[src/hdl/srsw_pkg.sv]
`timescale 1ns / 1ps
`default_nettype none

package srsw_pkg;

	// Opcodes of an input item
	localparam logic [1:0] OP_SEND    = 2'd0;
	localparam logic [1:0] OP_ACK     = 2'd1;
	localparam logic [1:0] OP_TIMEOUT = 2'd2;

	// Result status codes
	localparam logic [2:0] RS_SENT      = 3'd0;
	localparam logic [2:0] RS_FULL      = 3'd1;
	localparam logic [2:0] RS_ACK_TAKEN = 3'd2;
	localparam logic [2:0] RS_CORRUPT   = 3'd3;
	localparam logic [2:0] RS_OUTSIDE   = 3'd4;
	localparam logic [2:0] RS_RESENT    = 3'd5;
	localparam logic [2:0] RS_IGNORED   = 3'd6;

	// Window size after reset
	localparam logic [2:0] WIN_RESET = 3'd4;

	typedef struct packed {
		logic [1:0]  opcode;
		logic [2:0]  seq_in;
		logic        checksum_ok;
		logic [63:0] payload;
	} in_item_t;

	typedef struct packed {
		logic [2:0]  status;
		logic        tx_valid;
		logic [2:0]  tx_seq;
		logic [63:0] tx_payload;
		logic        timer_start;
		logic        timer_stop;
		logic [2:0]  timer_seq;
		logic [2:0]  window_base;
		logic [2:0]  next_seq_out;
	} res_item_t;

	// Commands from controller to datapath
	typedef struct packed {
		logic       load;
		logic       send;
		logic       mark;
		logic       step;
		logic       rd;
		logic       emit;
		logic [2:0] emit_code;
	} dp_cmd_t;

	// Status from datapath to controller
	typedef struct packed {
		logic [1:0] op;
		logic       full;
		logic       ck_ok;
		logic       in_flight;
		logic       acked_s;
		logic       slide_more;
		logic       out_busy;
	} dp_stat_t;

endpackage

`default_nettype wire

[src/hdl/srsw_ram.sv]
`timescale 1ns / 1ps
`default_nettype none

module srsw_ram #(
	parameter int WIDTH = 64,
	parameter int DEPTH = 8
) (
	input  wire logic                     clk,
	input  wire logic                     we,
	input  wire logic [$clog2(DEPTH)-1:0] waddr,
	input  wire logic [WIDTH-1:0]         wdata,
	input  wire logic                     re,
	input  wire logic [$clog2(DEPTH)-1:0] raddr,
	output logic      [WIDTH-1:0]         rdata
);

	logic [WIDTH-1:0] mem_q [DEPTH];

	// Write port and registered read port
	always_ff @(posedge clk) begin
		if (we) begin
			mem_q[waddr] <= wdata;
		end
		if (re) begin
			rdata <= mem_q[raddr];
		end
	end

endmodule

`default_nettype wire

[src/hdl/srsw_dp.sv]
`timescale 1ns / 1ps
`default_nettype none

module srsw_dp
	import srsw_pkg::*;
#(
	parameter int SEQ_BITS     = 3,
	parameter int PAYLOAD_BITS = 64
) (
	input  wire logic      clk,
	input  wire logic      arst_n,
	input  wire logic      cfg_we,
	input  wire logic [2:0] cfg_wdata,
	input  wire in_item_t  in_item,
	input  wire dp_cmd_t   cmd,
	output dp_stat_t       stat,
	input  wire logic      out_ready,
	output logic           out_valid,
	output res_item_t      out_item
);

	localparam int SEQ_RANGE = 1 << SEQ_BITS;
	localparam int WIN_W     = (SEQ_BITS > 3) ? SEQ_BITS : 3;
	localparam logic [WIN_W-1:0] SEQ_MAX = WIN_W'(SEQ_RANGE - 1);

	logic [2:0]              window_q;
	logic [SEQ_BITS-1:0]     base_q;
	logic [SEQ_BITS-1:0]     next_q;
	logic [SEQ_RANGE-1:0]    acked_q;
	logic                    stop_q;
	in_item_t                item_q;
	logic                    out_valid_q;
	res_item_t               out_q;

	logic [WIN_W-1:0]        eff_win;
	logic [SEQ_BITS-1:0]     s;
	logic [SEQ_BITS-1:0]     outstanding;
	logic [SEQ_BITS-1:0]     off;
	logic [SEQ_BITS-1:0]     next_inc;
	logic [SEQ_BITS-1:0]     base_inc;
	logic [PAYLOAD_BITS-1:0] pay_keep;
	logic [PAYLOAD_BITS-1:0] rd_data;
	res_item_t               res;

	// Effective window: zero acts as one, capped at the sequence range less one
	always_comb begin
		eff_win = WIN_W'(window_q);
		if (window_q == 3'd0) begin
			eff_win = WIN_W'(1);
		end
		if (eff_win > SEQ_MAX) begin
			eff_win = SEQ_MAX;
		end
	end

	assign s           = SEQ_BITS'(item_q.seq_in);
	assign outstanding = next_q - base_q;
	assign off         = s - base_q;
	assign next_inc    = next_q + SEQ_BITS'(1);
	assign base_inc    = base_q + SEQ_BITS'(1);
	assign pay_keep    = item_q.payload[PAYLOAD_BITS-1:0];

	// Status toward the controller
	always_comb begin
		stat.op         = item_q.opcode;
		stat.full       = WIN_W'(outstanding) >= eff_win;
		stat.ck_ok      = item_q.checksum_ok;
		stat.in_flight  = (WIN_W'(off) < eff_win) && (off < outstanding);
		stat.acked_s    = acked_q[s];
		stat.slide_more = (base_q != next_q) && acked_q[base_q];
		stat.out_busy   = out_valid_q && !out_ready;
	end

	// Configuration register
	always_ff @(posedge clk or negedge arst_n) begin
		if (!arst_n) begin
			window_q <= WIN_RESET;
		end else if (cfg_we) begin
			window_q <= cfg_wdata;
		end
	end

	// Hold the accepted item
	always_ff @(posedge clk) begin
		if (cmd.load) begin
			item_q <= in_item;
		end
	end

	// Window counters and acked bits
	always_ff @(posedge clk or negedge arst_n) begin
		if (!arst_n) begin
			base_q  <= '0;
			next_q  <= '0;
			acked_q <= '0;
		end else begin
			if (cmd.send) begin
				acked_q[next_q] <= 1'b0;
				next_q          <= next_inc;
			end
			if (cmd.mark) begin
				acked_q[s] <= 1'b1;
			end
			if (cmd.step) begin
				acked_q[base_q] <= 1'b0;
				base_q          <= base_inc;
			end
		end
	end

	// Remember whether this ack stops a timer
	always_ff @(posedge clk) begin
		if (cmd.mark) begin
			stop_q <= !acked_q[s];
		end
	end

	// Payload store
	srsw_ram #(
		.WIDTH(PAYLOAD_BITS),
		.DEPTH(SEQ_RANGE)
	) u_store (
		.clk  (clk),
		.we   (cmd.send),
		.waddr(next_q),
		.wdata(pay_keep),
		.re   (cmd.rd),
		.raddr(s),
		.rdata(rd_data)
	);

	// Build the result for the code the controller picks
	always_comb begin
		res              = '0;
		res.status       = cmd.emit_code;
		res.window_base  = 3'(base_q);
		res.next_seq_out = 3'(next_q);
		case (cmd.emit_code)
			RS_SENT: begin
				res.tx_valid     = 1'b1;
				res.tx_seq       = 3'(next_q);
				res.tx_payload   = 64'(pay_keep);
				res.timer_start  = 1'b1;
				res.timer_seq    = 3'(next_q);
				res.next_seq_out = 3'(next_inc);
			end
			RS_ACK_TAKEN: begin
				res.timer_stop = stop_q;
				res.timer_seq  = stop_q ? 3'(s) : 3'd0;
			end
			RS_RESENT: begin
				res.tx_valid    = 1'b1;
				res.tx_seq      = 3'(s);
				res.tx_payload  = 64'(rd_data);
				res.timer_start = 1'b1;
				res.timer_seq   = 3'(s);
			end
			default: begin
			end
		endcase
	end

	// Output register: load on emit, drop on transfer
	always_ff @(posedge clk or negedge arst_n) begin
		if (!arst_n) begin
			out_valid_q <= 1'b0;
		end else if (cmd.emit) begin
			out_valid_q <= 1'b1;
		end else if (out_ready) begin
			out_valid_q <= 1'b0;
		end
	end

	always_ff @(posedge clk) begin
		if (cmd.emit) begin
			out_q <= res;
		end
	end

	assign out_valid = out_valid_q;
	assign out_item  = out_q;

endmodule

`default_nettype wire

[src/hdl/srsw_ctrl.sv]
`timescale 1ns / 1ps
`default_nettype none

module srsw_ctrl
	import srsw_pkg::*;
(
	input  wire logic     clk,
	input  wire logic     arst_n,
	input  wire logic     in_valid,
	output logic          in_ready,
	input  wire dp_stat_t stat,
	output dp_cmd_t       cmd
);

	localparam logic [1:0] S_IDLE   = 2'd0;
	localparam logic [1:0] S_EXEC   = 2'd1;
	localparam logic [1:0] S_SLIDE  = 2'd2;
	localparam logic [1:0] S_RESEND = 2'd3;

	logic [1:0] state_q;
	logic [1:0] state_d;

	// Next state and commands
	always_comb begin
		state_d  = state_q;
		cmd      = '0;
		in_ready = 1'b0;
		case (state_q)
			S_IDLE: begin
				in_ready = 1'b1;
				if (in_valid) begin
					cmd.load = 1'b1;
					state_d  = S_EXEC;
				end
			end
			S_EXEC: begin
				if (!stat.out_busy) begin
					state_d = S_IDLE;
					case (stat.op)
						OP_SEND: begin
							cmd.emit = 1'b1;
							if (stat.full) begin
								cmd.emit_code = RS_FULL;
							end else begin
								cmd.send      = 1'b1;
								cmd.emit_code = RS_SENT;
							end
						end
						OP_ACK: begin
							if (!stat.ck_ok) begin
								cmd.emit      = 1'b1;
								cmd.emit_code = RS_CORRUPT;
							end else if (!stat.in_flight) begin
								cmd.emit      = 1'b1;
								cmd.emit_code = RS_OUTSIDE;
							end else begin
								cmd.mark = 1'b1;
								state_d  = S_SLIDE;
							end
						end
						OP_TIMEOUT: begin
							if (stat.in_flight && !stat.acked_s) begin
								cmd.rd  = 1'b1;
								state_d = S_RESEND;
							end else begin
								cmd.emit      = 1'b1;
								cmd.emit_code = RS_IGNORED;
							end
						end
						default: begin
							cmd.emit      = 1'b1;
							cmd.emit_code = RS_IGNORED;
						end
					endcase
				end
			end
			S_SLIDE: begin
				// Advance base past acked entries, one per cycle
				if (stat.slide_more) begin
					cmd.step = 1'b1;
				end else if (!stat.out_busy) begin
					cmd.emit      = 1'b1;
					cmd.emit_code = RS_ACK_TAKEN;
					state_d       = S_IDLE;
				end
			end
			S_RESEND: begin
				if (!stat.out_busy) begin
					cmd.emit      = 1'b1;
					cmd.emit_code = RS_RESENT;
					state_d       = S_IDLE;
				end
			end
			default: begin
				state_d = S_IDLE;
			end
		endcase
	end

	always_ff @(posedge clk or negedge arst_n) begin
		if (!arst_n) begin
			state_q <= S_IDLE;
		end else begin
			state_q <= state_d;
		end
	end

endmodule

`default_nettype wire

[src/hdl/selective_repeat_sender_window.sv]
// Channel   Handshake               Payload
// input     in_valid / in_ready     in_item  (opcode, seq_in, checksum_ok, payload)
// result    out_valid / out_ready   out_item (status, tx, timer, window_base, next_seq_out)
// config    cfg_we                  cfg_wdata (window_size)
//
// One item at a time: an accept state then an execute state for send, corrupt or
// outside acks and ignored timeouts; a resend adds a state for the payload memory
// read; a taken ack adds a slide state that moves base one acked entry per cycle (at most 7).
// The result register frees the input side: a new item is taken while a result waits.
// Execution waits while the result register is full and not being taken.
// Reset clears base, next, acked bits and window_size (to 4); no clearing pass.
`timescale 1ns / 1ps
`default_nettype none

module selective_repeat_sender_window
	import srsw_pkg::*;
#(
	parameter int SEQ_BITS     = 3,
	parameter int PAYLOAD_BITS = 64
) (
	input  wire logic       clk,
	input  wire logic       arst_n,
	input  wire logic       cfg_we,
	input  wire logic [2:0] cfg_wdata,
	input  wire logic       in_valid,
	output logic            in_ready,
	input  wire in_item_t   in_item,
	output logic            out_valid,
	input  wire logic       out_ready,
	output res_item_t       out_item
);

	dp_cmd_t  cmd;
	dp_stat_t stat;

	srsw_ctrl u_ctrl (
		.clk     (clk),
		.arst_n  (arst_n),
		.in_valid(in_valid),
		.in_ready(in_ready),
		.stat    (stat),
		.cmd     (cmd)
	);

	srsw_dp #(
		.SEQ_BITS    (SEQ_BITS),
		.PAYLOAD_BITS(PAYLOAD_BITS)
	) u_dp (
		.clk      (clk),
		.arst_n   (arst_n),
		.cfg_we   (cfg_we),
		.cfg_wdata(cfg_wdata),
		.in_item  (in_item),
		.cmd      (cmd),
		.stat     (stat),
		.out_ready(out_ready),
		.out_valid(out_valid),
		.out_item (out_item)
	);

	// Never send into a full window
	a_no_send_full: assert property (@(posedge clk) disable iff (!arst_n)
		cmd.send |-> !stat.full)
		else $error("send issued with full window");

	// Never overwrite a result that is still waiting
	a_no_emit_busy: assert property (@(posedge clk) disable iff (!arst_n)
		cmd.emit |-> !stat.out_busy)
		else $error("result emitted while output register busy");

	// One item at a time: no transfer right after a transfer
	a_one_item: assert property (@(posedge clk) disable iff (!arst_n)
		(in_valid && in_ready) |=> !in_ready)
		else $error("input taken while an item is in work");

endmodule

`default_nettype wire
[config.mk]
export PLATFORM = sky130hd
export DESIGN_NAME = selective_repeat_sender_window
export DESIGN_NICKNAME = d
export VERILOG_FILES = /design/src/hdl/srsw_pkg.sv /design/src/hdl/srsw_ram.sv /design/src/hdl/srsw_dp.sv /design/src/hdl/srsw_ctrl.sv /design/src/hdl/selective_repeat_sender_window.sv
export SDC_FILE = /design/constraint.sdc
export NUM_CORES = 1
export LEC_CHECK = 0
export ABC_CLOCK_PERIOD_IN_PS = 10450
export BUFFER_PORTS_ARGS = -buffer_cell sky130_fd_sc_hd__buf_2
export CELL_PAD_IN_SITES_DETAIL_PLACEMENT = 1
export CELL_PAD_IN_SITES_GLOBAL_PLACEMENT = 1
export CORE_MARGIN = 5
export CORE_UTILIZATION = 54
export CTS_CLUSTER_SIZE = 16
export DETAILED_ROUTE_END_ITERATION = 16
export PLACE_DENSITY_LB_ADDON = 0.15
export SLEW_MARGIN = 25
export SYNTH_ARGS = -nofsm -noshare
export SYNTH_HDL_FRONTEND = slang
export SYNTH_HIERARCHICAL = 1
export SYNTH_SLANG_ARGS = --single-unit
[constraint.sdc]
create_clock -name clk -period 10.45 [get_ports clk]
set_clock_uncertainty 0.15 [all_clocks]
set_input_delay 3.135 -clock clk [delete_from_list [all_inputs] [get_ports clk]]
set_output_delay 3.135 -clock clk [all_outputs]
set_load 0.05 [all_outputs]
# Word level (Yosys, flattened, before mapping)
# Memory sizes are Yosys's and may differ from the RTL's. A register that Yosys moved wholly into a read port is not among the register bits.
# Index checks and enable logic that the tools add are counted.
# classes
muxes,57
n_reduce_logical,15
addsub,4
bitwise,5
n_eq_ne,11
n_lt_le_gt_ge,10
# ops
operator,n
$pmux 69 s2,1
$mux 4,6
$mux 8,3
$pmux 4 s3,2
$mux 1,23
$mux 2,9
$and 8x8->8,2
$not 8->8,2
$lt 3x4->1 const B,3
$mux 3,4
$demux 1 s3,3
$ge 3x1->1 const B,3
$pmux 3 s3,1
$or 8x8->8,1
$pmux 2 s4,1
$logic_and 1x1->1,7
$add 3x1->3 const B,2
$bmux 1 s3,2
$eq 2x2->1 const B,3
$logic_not 3->1,2
$lt 3x3->1,2
$ne 2x2->1 const B,3
$sub 3x3->3,2
$mux 5,1
other kinds (11),14
# word_totals
register_bits,173
n_memories,1
elab_cells,123
ram_bits,512
in_bits,78
out_inout_bits,84
# mem_list
name,depth,word_bits,read_ports,rd_ports_with_merged_regs,wr,line,source
u_dp.u_store.mem_q,8,64,1,1,1,srsw_ram.sv:17,logic [WIDTH-1:0] mem_q [DEPTH];

# Depth between registers and ports, before layout
# logic_depth
word_depth,16
depth_mapped,19
ltp_nobuf,17

# Hierarchy
# The synthesis kept the hierarchy.
# by_module_without_submodules
module,area_each_um2,cells_per_inst,n_inst
srsw_ram,21187.8,816,1
srsw_dp,6637.6,379,1
srsw_ctrl,319.1,43,1

# Least setup slack after synthesis
# No wires, ideal clock.
# synth_timing
path_kind,input to register
startpoint,in out_ready
endpoint,reg u_dp.out_valid_q (netlist: u_dp/out_valid)
stages,3
arrival_ps,10005
slack_ps,191
t_required_ps,10197
setup_ps,103
cell_sequence,nor2b_1 a311oi_1 or2_2
# synth_rtl
element,line,source
"start, declared",selective_repeat_sender_window.sv:29,"input wire logic out_ready,"
"end signal, assigned",srsw_dp.sv:166,out_valid_q <= 1'b0;
"end signal, assigned",srsw_dp.sv:168,out_valid_q <= 1'b1;
"end signal, assigned",srsw_dp.sv:170,out_valid_q <= 1'b0;
"end, declared",srsw_dp.sv:32,logic out_valid_q;

==> impl_metrics.json <==
{
  "postCtsSetupBuffers": 0,
  "drc": 0,
  "tns_ns": 0,
  "seq_area_frac_synth": 0.7946,
  "syn_inst": 1238,
  "cts.path.max_buffers": 3,
  "drt_iter0_drc": 1045,
  "crit_required_ns": 10.65,
  "reg2reg_from": "u_dp/s[0]",
  "period_share": 0.5623,
  "clock_sinks": 748,
  "syn_to_final_growth_pct": 14.79,
  "hpwl_microns": 33290,
  "wl_per_cell_microns": 27.40,
  "die_area_sq_um": 56780,
  "synth_edf_count": 728,
  "antenna_found_initial": 0,
  "drt-total-wl_microns": 59870,
  "status": "completed",
  "fmax_mhz": 170.2,
  "async_reset_ff_frac": 0.02674,
  "port_buffers": 161,
  "synth.most_common_cell": "edfxtp_1",
  "slew_viol_final": 0,
  "synthTopCellsByArea": "edfxtp_1 78%, mux4_2 10%, mux2_2 2.8%, a22o_1 2.1%, dfrtp_1 1.7%",
  "hold_path_class": "reg2reg",
  "finalWeightedCongestion": 0.7490,
  "h-tree-depth": 3,
  "layout.nets": 1536,
  "postCtsResizedCells": 0,
  "grt_pass1_wl_microns": 91670,
  "clk_latency_ns": 0.61,
  "dieWidth_microns": 238.3,
  "slowest_stage": "buf_4",
  "fp.dieH_microns": 238.3,
  "path_buf_inv": 5,
  "vias": 13100,
  "fin_area_sq_um": 32310,
  "cp_max_fo": 55,
  "synth-seq-cells": 748,
  "core_area_sq_um": 51510,
  "synth_fp_nets": 1331,
  "setup_viol": 0,
  "nFillCells": 4240,
  "drive_above_1_share": 0.3475,
  "gr-total-overflow": 0,
  "synth_commonest_cells": "728 x edfxtp_1, 129 x mux4_2, 70 x mux2_2",
  "antenna_left": 0,
  "yosysTopAreaCell": "edfxtp_1",
  "syn_area_per_cell_sq_um": 22.73,
  "yosysTopAreaCellShare": 0.7767,
  "critPathMaxStageDelay_ns": 0.78,
  "grt_pass1_vias": 14300,
  "leakagePower_nw": 10.69,
  "period_needed_ns": 5.876,
  "hold_buffers": 0,
  "path_delay_family": "buffers and inverters",
  "drt_first_pass_iters": 5,
  "timing.slew.headroom": 0.3979,
  "hp-start": "u_dp/u_store/rdata[47]",
  "arrival_ns": 6.08,
  "placed_area_sq_um": 29780,
  "via_per_inst": 5.993,
  "path_clk_slew_ns": 0.06,
  "end_kind": "register",
  "track_usage": 0.2143,
  "critPathLaunch": "u_dp/s[0]",
  "multi_input_area_sq_um": 5441,
  "cts_inserted_buffers": 76,
  "power.density_nw_per_um2": 239.8,
  "critPathKind": "reg2reg",
  "hold_viol_final": 0,
  "rsz0062_at_grt": "false",
  "ioPinCount": 162,
  "ir_drop_v": 0.0002201,
  "area.sequential_sq_um": 22360,
  "cts-root-buf": "clkbuf_16",
  "synth_area_sq_um": 28140,
  "grt_max_degree": 138,
  "yosysWarnings": 6,
  "n_antenna_cell": 0,
  "start_util": 0.5464,
  "ys.flop_type": "edfxtp_1",
  "timing.critical_path.mode_cell": "buf_4",
  "synth_cell_types": 56,
  "cts_tree": "yes",
  "path_cells": "buf_4 > inv_1 > ha_1 > inv_1 > fa_1 > ha_1 > a21o_1 > maj3_2 > nor3_2 > nand2b_1 > a2111oi_0 > a2111oi_0 > buf_4 > nor3_4 > buf_4 > mux2_2",
  "maxCapViolations": 0,
  "crit_path_start_kind": "register",
  "rows": 83,
  "tightest_slew_ns": 0.9032
}
==> where the power goes <==
group	switching (mW)	internal (mW)	total (mW)
clock	1.10	1.60	2.70
sequential	0.179	3.63	3.81
combinational	0.841	0.396	1.24
==> area by class of cell <==
class | count | area share
multi-input combinational | 413 | 0.1684
clock buffer | 93 | 0.06216
tap | 680 | 0.02634
sequential | 748 | 0.6922
timing repair buffer | 188 | 0.03400
inverter | 16 | 0.001859
clock inverter | 47 | 0.01503
==> flip-flops by register name (all words and copies together) (netlist names) <==
signal              flops
u_ctrl/state_q          2
u_dp/acked_q            8
u_dp/base_q             3
u_dp/next_q             3
u_dp/out_item          81
u_dp/out_valid          1
u_dp/pay_keep          64
u_dp/s                  3
u_dp/stat               3
u_dp/stop_q             1
u_dp/u_store/mem_q    512
u_dp/u_store/rdata     64
u_dp/window_q           3
==> layer usage <==
metal | up-vias | global-route usage | wire, microns
li1 | 5582 | - | -
met5 | - | 0 | 0
met4 | 0 | 0.05757 | 1078
met1 | 7087 | 0.2962 | 25310
met2 | 353 | 0.3616 | 30700
met3 | 73 | 0.03548 | 2780
==> through the flow <==
| stage | hold slack, ns | cells | worst slack [ns] | utilization | total power [mW] |
|---|---|---|---|---|---|
| after global routing | 0.4005 | 2185 | 4.138 | 0.6272 | 8.070 |
| after CTS | 0.3855 | 2184 | 4.510 | 0.6266 | 7.847 |
| final | 0.3839 | 2185 | 4.574 | 0.6272 | 7.748 |
| after floorplan | 0.2973 | 1238 | 0.1914 | - | 4.753 |
| after detailed placement | 0.3709 | 2044 | 3.979 | 0.5782 | 5.128 |
| after global placement | 0.3671 | 2041 | 3.938 | 0.5770 | 5.074 |
==> logic make-up after synthesis <==
| logic type | after synthesis | synth area share |
|---|---|---|
| flip-flops | 748 | 0.7946 |
| XOR/XNOR | 9 | 0.003335 |
| AO/OA/AOI/OAI | 110 | 0.03139 |
| adder cells (fa/ha/maj) | 18 | 0.008314 |
| buffers and inverters | 77 | 0.01538 |
| multiplexers | 202 | 0.1329 |
| AND/OR/NAND/NOR | 74 | 0.01414 |
==> layout by cell type, fill, tap and decap left out, types with 10 or more instances in the layout <==
cell type,count
ha_1,13
clkinv_1,14
clkbuf_1,15
dfrtp_1,19
buf_4,19
inv_1,16
clkinv_2,14
clkbuf_16,78
buf_2,161
nor2_1,10
mux4_2,129
a22o_1,69
edfxtp_1,728
mux2_2,70
nand2_1,17
==> worst paths after layout <==
kind / slack (ns) / to / depth (start not counted)
worst min-delay path: 0.38 / u_dp/out_item[58] / 1
worst max-delay path: 4.57 / u_dp/out_item[1] / 16
max in group asynchronous: 7.44 / u_dp/window_q[2] / 1
min in group asynchronous: 2.35 / u_dp/acked_q[6] / 1
worst max register to register: 4.57 / u_dp/out_item[1] / 16
worst min register to register: 0.38 / u_dp/out_item[58] / 1
Note: power is estimated with default switching activity, not from simulation.
